**config.mk**
```make
export PLATFORM = sky130hd
export DESIGN_NAME = delimited_frame_extractor_unit
export DESIGN_NICKNAME = d
export VERILOG_FILES = /design/src/hw/rtl/dfe_pkg.sv /design/src/hw/rtl/dfe_front.sv /design/src/hw/rtl/dfe_cmd_fifo.sv /design/src/hw/rtl/dfe_back.sv /design/src/hw/rtl/delimited_frame_extractor_unit.sv
export SDC_FILE = /design/constraint.sdc
export NUM_CORES = 1
export LEC_CHECK = 0
export BUFFER_PORTS_ARGS = -buffer_cell sky130_fd_sc_hd__buf_2
export CORE_ASPECT_RATIO = 1.4
export CORE_MARGIN = 2
export CORE_UTILIZATION = 65
export CTS_BUF_LIST = sky130_fd_sc_hd__clkbuf_8
export CTS_CLUSTER_DIAMETER = 30
export DETAILED_ROUTE_END_ITERATION = 10
export PLACE_DENSITY = 0.82
export SETUP_SLACK_MARGIN = 0.5
export SYNTH_ARGS = -nofsm -noshare
export SYNTH_HDL_FRONTEND = slang
export SYNTH_SLANG_ARGS = --single-unit
```
**constraint.sdc**
```tcl
create_clock -name i_clk -period 8.1 [get_ports i_clk]
set_input_delay 1.62 -clock i_clk [delete_from_list [all_inputs] [get_ports i_clk]]
set_output_delay 1.62 -clock i_clk [all_outputs]
set_load 0.005 [all_outputs]
```
**src/hw/rtl/dfe_pkg.sv**
```systemverilog
// types, constants and codes shared by the frame extractor modules
`timescale 1ns / 1ps
package dfe_pkg;

    localparam int FRAME_DEPTH_DEF = 64;
    localparam int FILL_W          = 7;
    localparam int TIMEOUT_W       = 16;
    localparam logic [TIMEOUT_W-1:0] TIMEOUT_RESET = 16'd200;
    localparam logic [TIMEOUT_W-1:0] IDLE_MAX      = 16'hFFFF;
    localparam logic [7:0] START_MARK = 8'h5E;
    localparam logic [7:0] END_MARK   = 8'h24;
    localparam int CMD_Q_DEPTH = 4;
    localparam int CMD_Q_AW    = 2;

    typedef enum logic {
        ACT_BYTE = 1'b0,
        ACT_TICK = 1'b1
    } t_action;

    typedef enum logic [1:0] {
        KIND_BYTE     = 2'd0,
        KIND_EMPTY    = 2'd1,
        KIND_ABORT    = 2'd2,
        KIND_OVERFLOW = 2'd3
    } t_kind;

    typedef enum logic [1:0] {
        BK_IDLE = 2'd0,
        BK_READ = 2'd1,
        BK_LOAD = 2'd2
    } t_back_state;

    typedef struct packed {
        logic       action;
        logic [7:0] rx_byte;
    } t_in_item;

    typedef struct packed {
        logic [1:0] kind;
        logic [7:0] payload_byte;
        logic       last;
    } t_out_item;

    typedef struct packed {
        t_kind             kind;
        logic [FILL_W-1:0] count;
    } t_cmd;

endpackage

```
**src/hw/rtl/dfe_front.sv**
```systemverilog
// front end: accepts beats, tracks the frame and idle counter, issues commands
`timescale 1ns / 1ps
module dfe_front #(
    parameter int FRAME_DEPTH = dfe_pkg::FRAME_DEPTH_DEF,
    parameter int AW          = (FRAME_DEPTH > 1) ? $clog2(FRAME_DEPTH) : 1
) (
    input  logic                              i_clk,
    input  logic                              i_rst_n,
    input  logic                              i_in_valid,
    output logic                              o_in_stall,
    input  dfe_pkg::t_in_item                 i_in,
    input  logic                              i_cfg_valid,
    output logic                              o_cfg_ready,
    input  logic [dfe_pkg::TIMEOUT_W-1:0]     i_cfg_data,
    input  logic                              i_q_full,
    output logic                              o_q_push,
    output dfe_pkg::t_cmd                     o_q_cmd,
    input  logic                              i_replay_done,
    output logic                              o_wr_en,
    output logic [AW-1:0]                     o_wr_addr,
    output logic [7:0]                        o_wr_data
);

    logic                            r_in_frame, n_in_frame;
    logic [dfe_pkg::FILL_W-1:0]      r_fill, n_fill;
    logic [dfe_pkg::TIMEOUT_W-1:0]   r_idle, n_idle;
    logic [dfe_pkg::TIMEOUT_W-1:0]   r_timeout;
    logic                            r_pending, n_pending;
    logic                            accept;
    logic [dfe_pkg::TIMEOUT_W-1:0]   idle_inc;

    assign o_in_stall  = r_pending || i_q_full;
    assign o_cfg_ready = 1'b1;
    assign accept      = i_in_valid && !o_in_stall;
    assign idle_inc    = (r_idle != dfe_pkg::IDLE_MAX) ? r_idle + 1'b1 : r_idle;

    always_comb begin
        n_in_frame = r_in_frame;
        n_fill     = r_fill;
        n_idle     = r_idle;
        n_pending  = r_pending;
        o_q_push   = 1'b0;
        o_q_cmd    = '{kind: dfe_pkg::KIND_EMPTY, count: '0};
        o_wr_en    = 1'b0;
        o_wr_addr  = r_fill[AW-1:0];
        o_wr_data  = i_in.rx_byte;
        if (i_replay_done) begin
            n_pending = 1'b0;
        end
        if (accept) begin
            if (i_in.action == dfe_pkg::ACT_TICK) begin
                n_idle = idle_inc;
                if (idle_inc > r_timeout && r_in_frame) begin
                    n_in_frame = 1'b0;
                    n_fill     = '0;
                    o_q_push   = 1'b1;
                    o_q_cmd    = '{kind: dfe_pkg::KIND_ABORT, count: '0};
                end
            end else begin
                n_idle = '0;
                if (i_in.rx_byte == dfe_pkg::START_MARK) begin
                    n_in_frame = 1'b1;
                    n_fill     = '0;
                end else if (r_in_frame) begin
                    if (i_in.rx_byte == dfe_pkg::END_MARK) begin
                        o_q_push   = 1'b1;
                        n_in_frame = 1'b0;
                        n_fill     = '0;
                        if (r_fill == '0) begin
                            o_q_cmd = '{kind: dfe_pkg::KIND_EMPTY, count: '0};
                        end else begin
                            o_q_cmd   = '{kind: dfe_pkg::KIND_BYTE, count: r_fill};
                            n_pending = 1'b1;
                        end
                    end else if (r_fill == dfe_pkg::FILL_W'(FRAME_DEPTH)) begin
                        o_q_push   = 1'b1;
                        o_q_cmd    = '{kind: dfe_pkg::KIND_OVERFLOW, count: '0};
                        n_in_frame = 1'b0;
                        n_fill     = '0;
                    end else begin
                        o_wr_en = 1'b1;
                        n_fill  = r_fill + 1'b1;
                    end
                end
            end
        end
    end

    always_ff @(posedge i_clk) begin
        if (!i_rst_n) begin
            r_in_frame <= 1'b0;
            r_fill     <= '0;
            r_idle     <= '0;
            r_pending  <= 1'b0;
            r_timeout  <= dfe_pkg::TIMEOUT_RESET;
        end else begin
            r_in_frame <= n_in_frame;
            r_fill     <= n_fill;
            r_idle     <= n_idle;
            r_pending  <= n_pending;
            if (i_cfg_valid && o_cfg_ready) begin
                r_timeout <= i_cfg_data;
            end
        end
    end

endmodule

```
**src/hw/rtl/dfe_cmd_fifo.sv**
```systemverilog
// short command queue between front end and back end
`timescale 1ns / 1ps
module dfe_cmd_fifo (
    input  logic          i_clk,
    input  logic          i_rst_n,
    input  logic          i_push,
    input  dfe_pkg::t_cmd i_cmd,
    output logic          o_full,
    input  logic          i_pop,
    output logic          o_empty,
    output dfe_pkg::t_cmd o_cmd
);

    dfe_pkg::t_cmd                 r_mem [dfe_pkg::CMD_Q_DEPTH];
    logic [dfe_pkg::CMD_Q_AW-1:0]  r_wr_ptr;
    logic [dfe_pkg::CMD_Q_AW-1:0]  r_rd_ptr;
    logic [dfe_pkg::CMD_Q_AW:0]    r_count;
    logic                          do_push, do_pop;

    assign o_full  = r_count == (dfe_pkg::CMD_Q_AW + 1)'(dfe_pkg::CMD_Q_DEPTH);
    assign o_empty = r_count == '0;
    assign o_cmd   = r_mem[r_rd_ptr];
    assign do_push = i_push && !o_full;
    assign do_pop  = i_pop && !o_empty;

    always_ff @(posedge i_clk) begin
        if (do_push) begin
            r_mem[r_wr_ptr] <= i_cmd;
        end
    end

    always_ff @(posedge i_clk) begin
        if (!i_rst_n) begin
            r_wr_ptr <= '0;
            r_rd_ptr <= '0;
            r_count  <= '0;
        end else begin
            if (do_push) begin
                r_wr_ptr <= r_wr_ptr + 1'b1;
            end
            if (do_pop) begin
                r_rd_ptr <= r_rd_ptr + 1'b1;
            end
            case ({do_push, do_pop})
                2'b10:   r_count <= r_count + 1'b1;
                2'b01:   r_count <= r_count - 1'b1;
                default: r_count <= r_count;
            endcase
        end
    end

endmodule

```
**src/hw/rtl/dfe_back.sv**
```systemverilog
// back end: frame store, replay sequencer and output register
`timescale 1ns / 1ps
module dfe_back #(
    parameter int FRAME_DEPTH = dfe_pkg::FRAME_DEPTH_DEF,
    parameter int AW          = (FRAME_DEPTH > 1) ? $clog2(FRAME_DEPTH) : 1
) (
    input  logic                  i_clk,
    input  logic                  i_rst_n,
    input  logic                  i_wr_en,
    input  logic [AW-1:0]         i_wr_addr,
    input  logic [7:0]            i_wr_data,
    input  logic                  i_q_empty,
    input  dfe_pkg::t_cmd         i_q_cmd,
    output logic                  o_q_pop,
    output logic                  o_replay_done,
    output logic                  o_out_valid,
    input  logic                  i_out_stall,
    output dfe_pkg::t_out_item    o_out
);

    logic [7:0]                 r_store [FRAME_DEPTH];
    logic [7:0]                 r_rd_data;
    dfe_pkg::t_back_state       r_state, n_state;
    logic [dfe_pkg::FILL_W-1:0] r_idx, n_idx;
    logic [dfe_pkg::FILL_W-1:0] r_cnt, n_cnt;
    logic                       r_out_valid;
    dfe_pkg::t_out_item         r_out, n_out;
    logic                       out_free, load;
    logic [dfe_pkg::FILL_W-1:0] idx_inc;

    assign out_free    = !r_out_valid || !i_out_stall;
    assign idx_inc     = r_idx + 1'b1;
    assign o_out_valid = r_out_valid;
    assign o_out       = r_out;

    // frame store
    always_ff @(posedge i_clk) begin
        if (i_wr_en) begin
            r_store[i_wr_addr] <= i_wr_data;
        end
        r_rd_data <= r_store[r_idx[AW-1:0]];
    end

    always_comb begin
        n_state       = r_state;
        n_idx         = r_idx;
        n_cnt         = r_cnt;
        n_out         = r_out;
        load          = 1'b0;
        o_q_pop       = 1'b0;
        o_replay_done = 1'b0;
        case (r_state)
            dfe_pkg::BK_IDLE: begin
                if (!i_q_empty && out_free) begin
                    o_q_pop = 1'b1;
                    if (i_q_cmd.kind == dfe_pkg::KIND_BYTE) begin
                        n_cnt   = i_q_cmd.count;
                        n_idx   = '0;
                        n_state = dfe_pkg::BK_READ;
                    end else begin
                        load  = 1'b1;
                        n_out = '{kind: i_q_cmd.kind, payload_byte: 8'd0, last: 1'b1};
                    end
                end
            end
            dfe_pkg::BK_READ: begin
                n_state = dfe_pkg::BK_LOAD;
            end
            dfe_pkg::BK_LOAD: begin
                if (out_free) begin
                    load  = 1'b1;
                    n_out = '{kind: dfe_pkg::KIND_BYTE, payload_byte: r_rd_data,
                              last: idx_inc == r_cnt};
                    if (idx_inc == r_cnt) begin
                        o_replay_done = 1'b1;
                        n_state       = dfe_pkg::BK_IDLE;
                    end else begin
                        n_idx   = idx_inc;
                        n_state = dfe_pkg::BK_READ;
                    end
                end
            end
            default: begin
                n_state = dfe_pkg::BK_IDLE;
            end
        endcase
    end

    always_ff @(posedge i_clk) begin
        if (!i_rst_n) begin
            r_state     <= dfe_pkg::BK_IDLE;
            r_out_valid <= 1'b0;
            r_idx       <= '0;
            r_cnt       <= '0;
        end else begin
            r_state <= n_state;
            r_idx   <= n_idx;
            r_cnt   <= n_cnt;
            if (out_free) begin
                r_out_valid <= load;
            end
        end
    end

    always_ff @(posedge i_clk) begin
        if (load) begin
            r_out <= n_out;
        end
    end

endmodule

```
**src/hw/rtl/delimited_frame_extractor_unit.sv**
```systemverilog
// top level of the delimited frame extractor
// order: a status beat passes the command queue and then the output register; each
// payload beat of a replay passes BK_READ (frame store read), BK_LOAD and the output register
// throughput: one input beat per cycle; input stalled while a replay runs or the queue is full
// reset: synchronous active low; clears frame state, idle counter, queue, output valid
// and sets the idle timeout to 200; the frame store is not cleared
`timescale 1ns / 1ps
module delimited_frame_extractor_unit #(
    parameter int FRAME_DEPTH = dfe_pkg::FRAME_DEPTH_DEF
) (
    input  logic                          i_clk,
    input  logic                          i_rst_n,
    input  logic                          i_in_valid,
    output logic                          o_in_stall,
    input  dfe_pkg::t_in_item             i_in,
    input  logic                          i_cfg_valid,
    output logic                          o_cfg_ready,
    input  logic [dfe_pkg::TIMEOUT_W-1:0] i_cfg_data,
    output logic                          o_out_valid,
    input  logic                          i_out_stall,
    output dfe_pkg::t_out_item            o_out
);

    localparam int AW = (FRAME_DEPTH > 1) ? $clog2(FRAME_DEPTH) : 1;

    logic          q_full, q_empty, q_push, q_pop, replay_done;
    dfe_pkg::t_cmd q_in_cmd, q_out_cmd;
    logic          wr_en;
    logic [AW-1:0] wr_addr;
    logic [7:0]    wr_data;

    dfe_front #(.FRAME_DEPTH(FRAME_DEPTH), .AW(AW)) u_front (
        .i_clk         (i_clk),
        .i_rst_n       (i_rst_n),
        .i_in_valid    (i_in_valid),
        .o_in_stall    (o_in_stall),
        .i_in          (i_in),
        .i_cfg_valid   (i_cfg_valid),
        .o_cfg_ready   (o_cfg_ready),
        .i_cfg_data    (i_cfg_data),
        .i_q_full      (q_full),
        .o_q_push      (q_push),
        .o_q_cmd       (q_in_cmd),
        .i_replay_done (replay_done),
        .o_wr_en       (wr_en),
        .o_wr_addr     (wr_addr),
        .o_wr_data     (wr_data)
    );

    dfe_cmd_fifo u_fifo (
        .i_clk   (i_clk),
        .i_rst_n (i_rst_n),
        .i_push  (q_push),
        .i_cmd   (q_in_cmd),
        .o_full  (q_full),
        .i_pop   (q_pop),
        .o_empty (q_empty),
        .o_cmd   (q_out_cmd)
    );

    dfe_back #(.FRAME_DEPTH(FRAME_DEPTH), .AW(AW)) u_back (
        .i_clk         (i_clk),
        .i_rst_n       (i_rst_n),
        .i_wr_en       (wr_en),
        .i_wr_addr     (wr_addr),
        .i_wr_data     (wr_data),
        .i_q_empty     (q_empty),
        .i_q_cmd       (q_out_cmd),
        .o_q_pop       (q_pop),
        .o_replay_done (replay_done),
        .o_out_valid   (o_out_valid),
        .i_out_stall   (i_out_stall),
        .o_out         (o_out)
    );

endmodule

```
==> results.toml <==
[run_status]
outcome = "finished, final reports clean"

[grt]
grt-busiest-layer = "met2"
grt_max_degree = 111
grt_pass1_wl_um = 85300
use_met3_pct = 5.88
grt_use_total_pct = 29.0
use_met1_pct = 35.1
grt.met2_usage_pct = 50.1
antenna_found_initial = 1
grt_pass1_vias = 14127
overflow = 0

[setup_path]
r2r_start = "u_front.r_idle[8]$_SDFFE_PN0P_"
cp-endpoint = "u_fifo.r_count[2]$_SDFFE_PN0P_"
worstPathMaxFanout = 11
required_ns = 8.70
r2r_cells = 17
cp-startpoint = "u_front.r_idle[8]$_SDFFE_PN0P_"
cp-start-kind = "flop"
crit_path_end_kind = "flop"
r2r_end = "u_fifo.r_count[2]$_SDFFE_PN0P_"
crit_type = "reg -> reg"
r2r_setup_slack_ns = 3.25
cp.arrival_ns = 5.45

[sta]
drv_slew = 0
rsz0062_at_grt = "false"
hold_viol_final = 0
tns_ns = 0
max_slew_margin_pct = 23.2
finalSetupViolCount = 0
min_period_over_period_pct = 59.8
worst_pin_slew_ns = 1.15
hold_slack_ns = 0.494
skew_ns = 0.0273
max_freq_ghz = 0.206
layout_min_cycle_time_ns = 4.85

[routing]
viasPerCell = 6.51
dr_total_vias = 13851
drt_iter0_markers = 1674
postRouteAntennaNets = 0
avgRoutedWirePerCell_um = 26.9
routed_wl_um = 57200
drt-pass1-iter-count = 6
drc = 0

[pwr]
p_leak_uw = 0.00912
swShare_pct = 22.8
clkPwrFrac_pct = 42.1
p_comb_share_pct = 5.2
fin_total_pwr_uw = 6940
intPower_uw = 5360
vdd_drop_max_v = 0.000147
power.density_nw_per_um2 = 243
p_sw_uw = 1580
p_seq_share_pct = 52.6

[cts]
cts_root_buffer = "clkbuf_8"
cts_tree = "built"
clk_path_buf_depth = 3
ctsHoldBuffers = 0
postCtsSetupBuffers = 0
cts_inserted_buffers = 102
clkSinkCount = 634
clk_latency_ns = 0.69
path_clk_slew_ns = 0.06
cts.htree.levels = 3
post_cts_resized = 0

[die]
io_pins = 44
start_util_pct = 65.7
die_width_um = 172
die_area_um2 = 41200
die_h_um = 239
fp-row-count = 86
core_um2 = 39200

[placed_design]
port_buffers = 42
hpwl_um = 35100
dp.cells = 1937
gp_congestion = 0.939

[yosys]
synthCells = 1423
synth_area_um2 = 25700
seq_area_frac_synth_pct = 71.1
yosys_warnings = 0
synthArstFlopShare_pct = 0
synth_cell_type_count = 65
syn_avg_cell_area_um2 = 18.1
ys_ff_latch = 634
synthFlopType = "edfxtp_1"
synth_edf_count = 559
synth_nets = 1479

[layout]
layout-drive-gt1-share_pct = 24.4
area_delta_synth_final_pct = 11.1
nNetsFinal = 1569
final_cells = 2129

[min_path]
hold_class = "reg -> reg"

[run]
drv_cap = 0
==> synth_stat cells (all sizes together), types with 2 or more instances <==
| cell | instances | area, um^2 |
|---|---|---|
| a2111o | 2 | 22.5 |
| a21boi | 2 | 15.0 |
| a21o | 4 | 30.0 |
| a21oi | 29 | 153 |
| a22oi | 8 | 60.1 |
| a31oi | 5 | 31.3 |
| a32o | 3 | 30.0 |
| a41oi | 3 | 26.3 |
| and2 | 23 | 144 |
| and3 | 12 | 75.1 |
| and4 | 2 | 17.5 |
| buf | 41 | 233 |
| clkbuf | 29 | 109 |
| dfxtp | 75 | 1500 |
| edfxtp | 559 | 16800 |
| ha | 25 | 313 |
| inv | 34 | 128 |
| mux2 | 2 | 22.5 |
| mux2i | 29 | 290 |
| mux4 | 164 | 3690 |
| nand2 | 55 | 206 |
| nand2b | 10 | 62.6 |
| nand3 | 29 | 145 |
| nand4 | 15 | 93.8 |
| nor2 | 114 | 428 |
| nor2b | 10 | 62.6 |
| nor3 | 17 | 85.1 |
| nor3b | 5 | 37.5 |
| o2111ai | 10 | 87.6 |
| o211a | 2 | 20.0 |
| o211ai | 7 | 52.6 |
| o21a | 9 | 67.6 |
| o21ai | 11 | 55.1 |
| o21bai | 3 | 22.5 |
| o22a | 5 | 43.8 |
| o2bb2ai | 5 | 43.8 |
| or2 | 7 | 43.8 |
| or3 | 16 | 100 |
| or4 | 3 | 22.5 |
| xnor2 | 16 | 140 |
| xor2 | 7 | 61.3 |
==> layout by cell type, fill, tap and decap left out, types with 16 or more instances in the layout <==
cell	netlist	layout
nor3_1	17	17
ha_1	25	25
or3_1	16	16
nand3_1	29	29
mux2i_1	29	29
dfxtp_1	75	72
buf_2	15	42
inv_1	33	56
nand2_1	55	55
xnor2_1	16	16
clkbuf_8	0	106
clkinvlp_4	0	17
edfxtp_1	559	559
mux4_2	164	164
nor2_1	114	114
a21oi_1	27	27
and2_1	22	22
==> sequential cells by signal (all words and copies together) (netlist names), named ones only <==
| register | count |
|---|---|
| u_back.o_out | 11 |
| u_back.o_out_valid | 1 |
| u_back.r_cnt | 7 |
| u_back.r_idx | 7 |
| u_back.r_rd_data | 8 |
| u_back.r_state | 2 |
| u_back.r_store | 512 |
| u_fifo.r_count | 3 |
| u_fifo.r_mem | 36 |
| u_fifo.r_rd_ptr | 2 |
| u_fifo.r_wr_ptr | 2 |
| u_front.r_fill | 7 |
| u_front.r_idle | 16 |
| u_front.r_in_frame | 1 |
| u_front.r_pending | 1 |
| u_front.r_timeout | 16 |
==> power by group through the flow <==
stage / logic, uW / clock network [uW] / registers (uW)
floorplan: 219 / 0 / 3710
global placement: 344 / 0 / 3720
detailed placement: 360 / 0 / 3720
CTS: 362 / 2960 / 3650
global route: 399 / 3090 / 3660
finish: 363 / 2920 / 3650
==> worst max-delay path, stage by stage (launching register included) <==
cell and delay, ns:
dfxtp_1 0.42, and3_1 0.29, nand4_1 0.39, nor2_1 0.40, mux2_2 0.40, ha_1 0.29
nor2b_1 0.13, o211ai_1 0.09, a2111o_1 0.36, a31oi_1 0.66, o2bb2ai_1 0.29, inv_2 0.10
ha_1 0.21, inv_1 0.07, fa_1 0.17, xor2_1 0.07, or3_1 0.30, a21oi_1 0.13
==> routing by layer <==
layer,routed length [um],vias up
li1,-,5893
met2,30200,837
met3,4870,161
met5,0,-
met4,2490,0
met1,19700,6960
==> layout make-up <==
type	instances	area, um^2
Multi-Input combinational cell	685	6970
Sequential cell	634	18300
Tap cell	528	661
Timing Repair Buffer	56	328
Antenna cell	1	2.50
Inverter	34	128
Clock inverter	85	749
Clock buffer	106	1460
Fill cell	2269	10600
==> how the worst min path moves through the flow <==
stage,start,end,depth (start not counted)
6_report,u_front.r_timeout[7]$_SDFFE_PN1P_,u_front.r_timeout[7]$_SDFFE_PN1P_,2
5_1_grt,u_front.r_timeout[4]$_SDFFE_PN0P_,u_front.r_timeout[4]$_SDFFE_PN0P_,2
4_1_cts,u_front.r_timeout[7]$_SDFFE_PN1P_,u_front.r_timeout[7]$_SDFFE_PN1P_,2
3_5_place_dp,u_front.r_timeout[10]$_SDFFE_PN0P_,u_front.r_timeout[10]$_SDFFE_PN0P_,2
3_3_place_gp,u_front.r_timeout[4]$_SDFFE_PN0P_,u_front.r_timeout[4]$_SDFFE_PN0P_,2
2_1_floorplan,u_front.r_fill[6]$_SDFFE_PN0P_,u_front.r_fill[6]$_SDFFE_PN0P_,1
==> stage by stage <==
stage	worst slack [ns]	utilization [%]	instance area, um^2
2_1_floorplan	4.05	-	25700
3_3_place_gp	2.93	67.4	26400
3_5_place_dp	2.83	67.4	26400
4_1_cts	3.29	73.0	28600
5_1_grt	2.84	73.0	28600
6_report	3.25	73.0	28600
==> logic make-up (layout without fill, tap and decap cells) <==
| family | count (synthesis) | count (layout) | synth area share (%) |
|---|---|---|---|
| compound gates | 117 | 117 | 3.28 |
| xor+xnor | 24 | 24 | 0.871 |
| fa+ha+maj | 26 | 26 | 1.29 |
| buf+inv | 104 | 281 | 1.82 |
| flops | 634 | 634 | 71.1 |
| mux | 195 | 195 | 15.6 |
| other cells | 1 | 2 | 0.0146 |
| simple gates | 322 | 322 | 6.06 |
(Power assumes the default switching activity.)
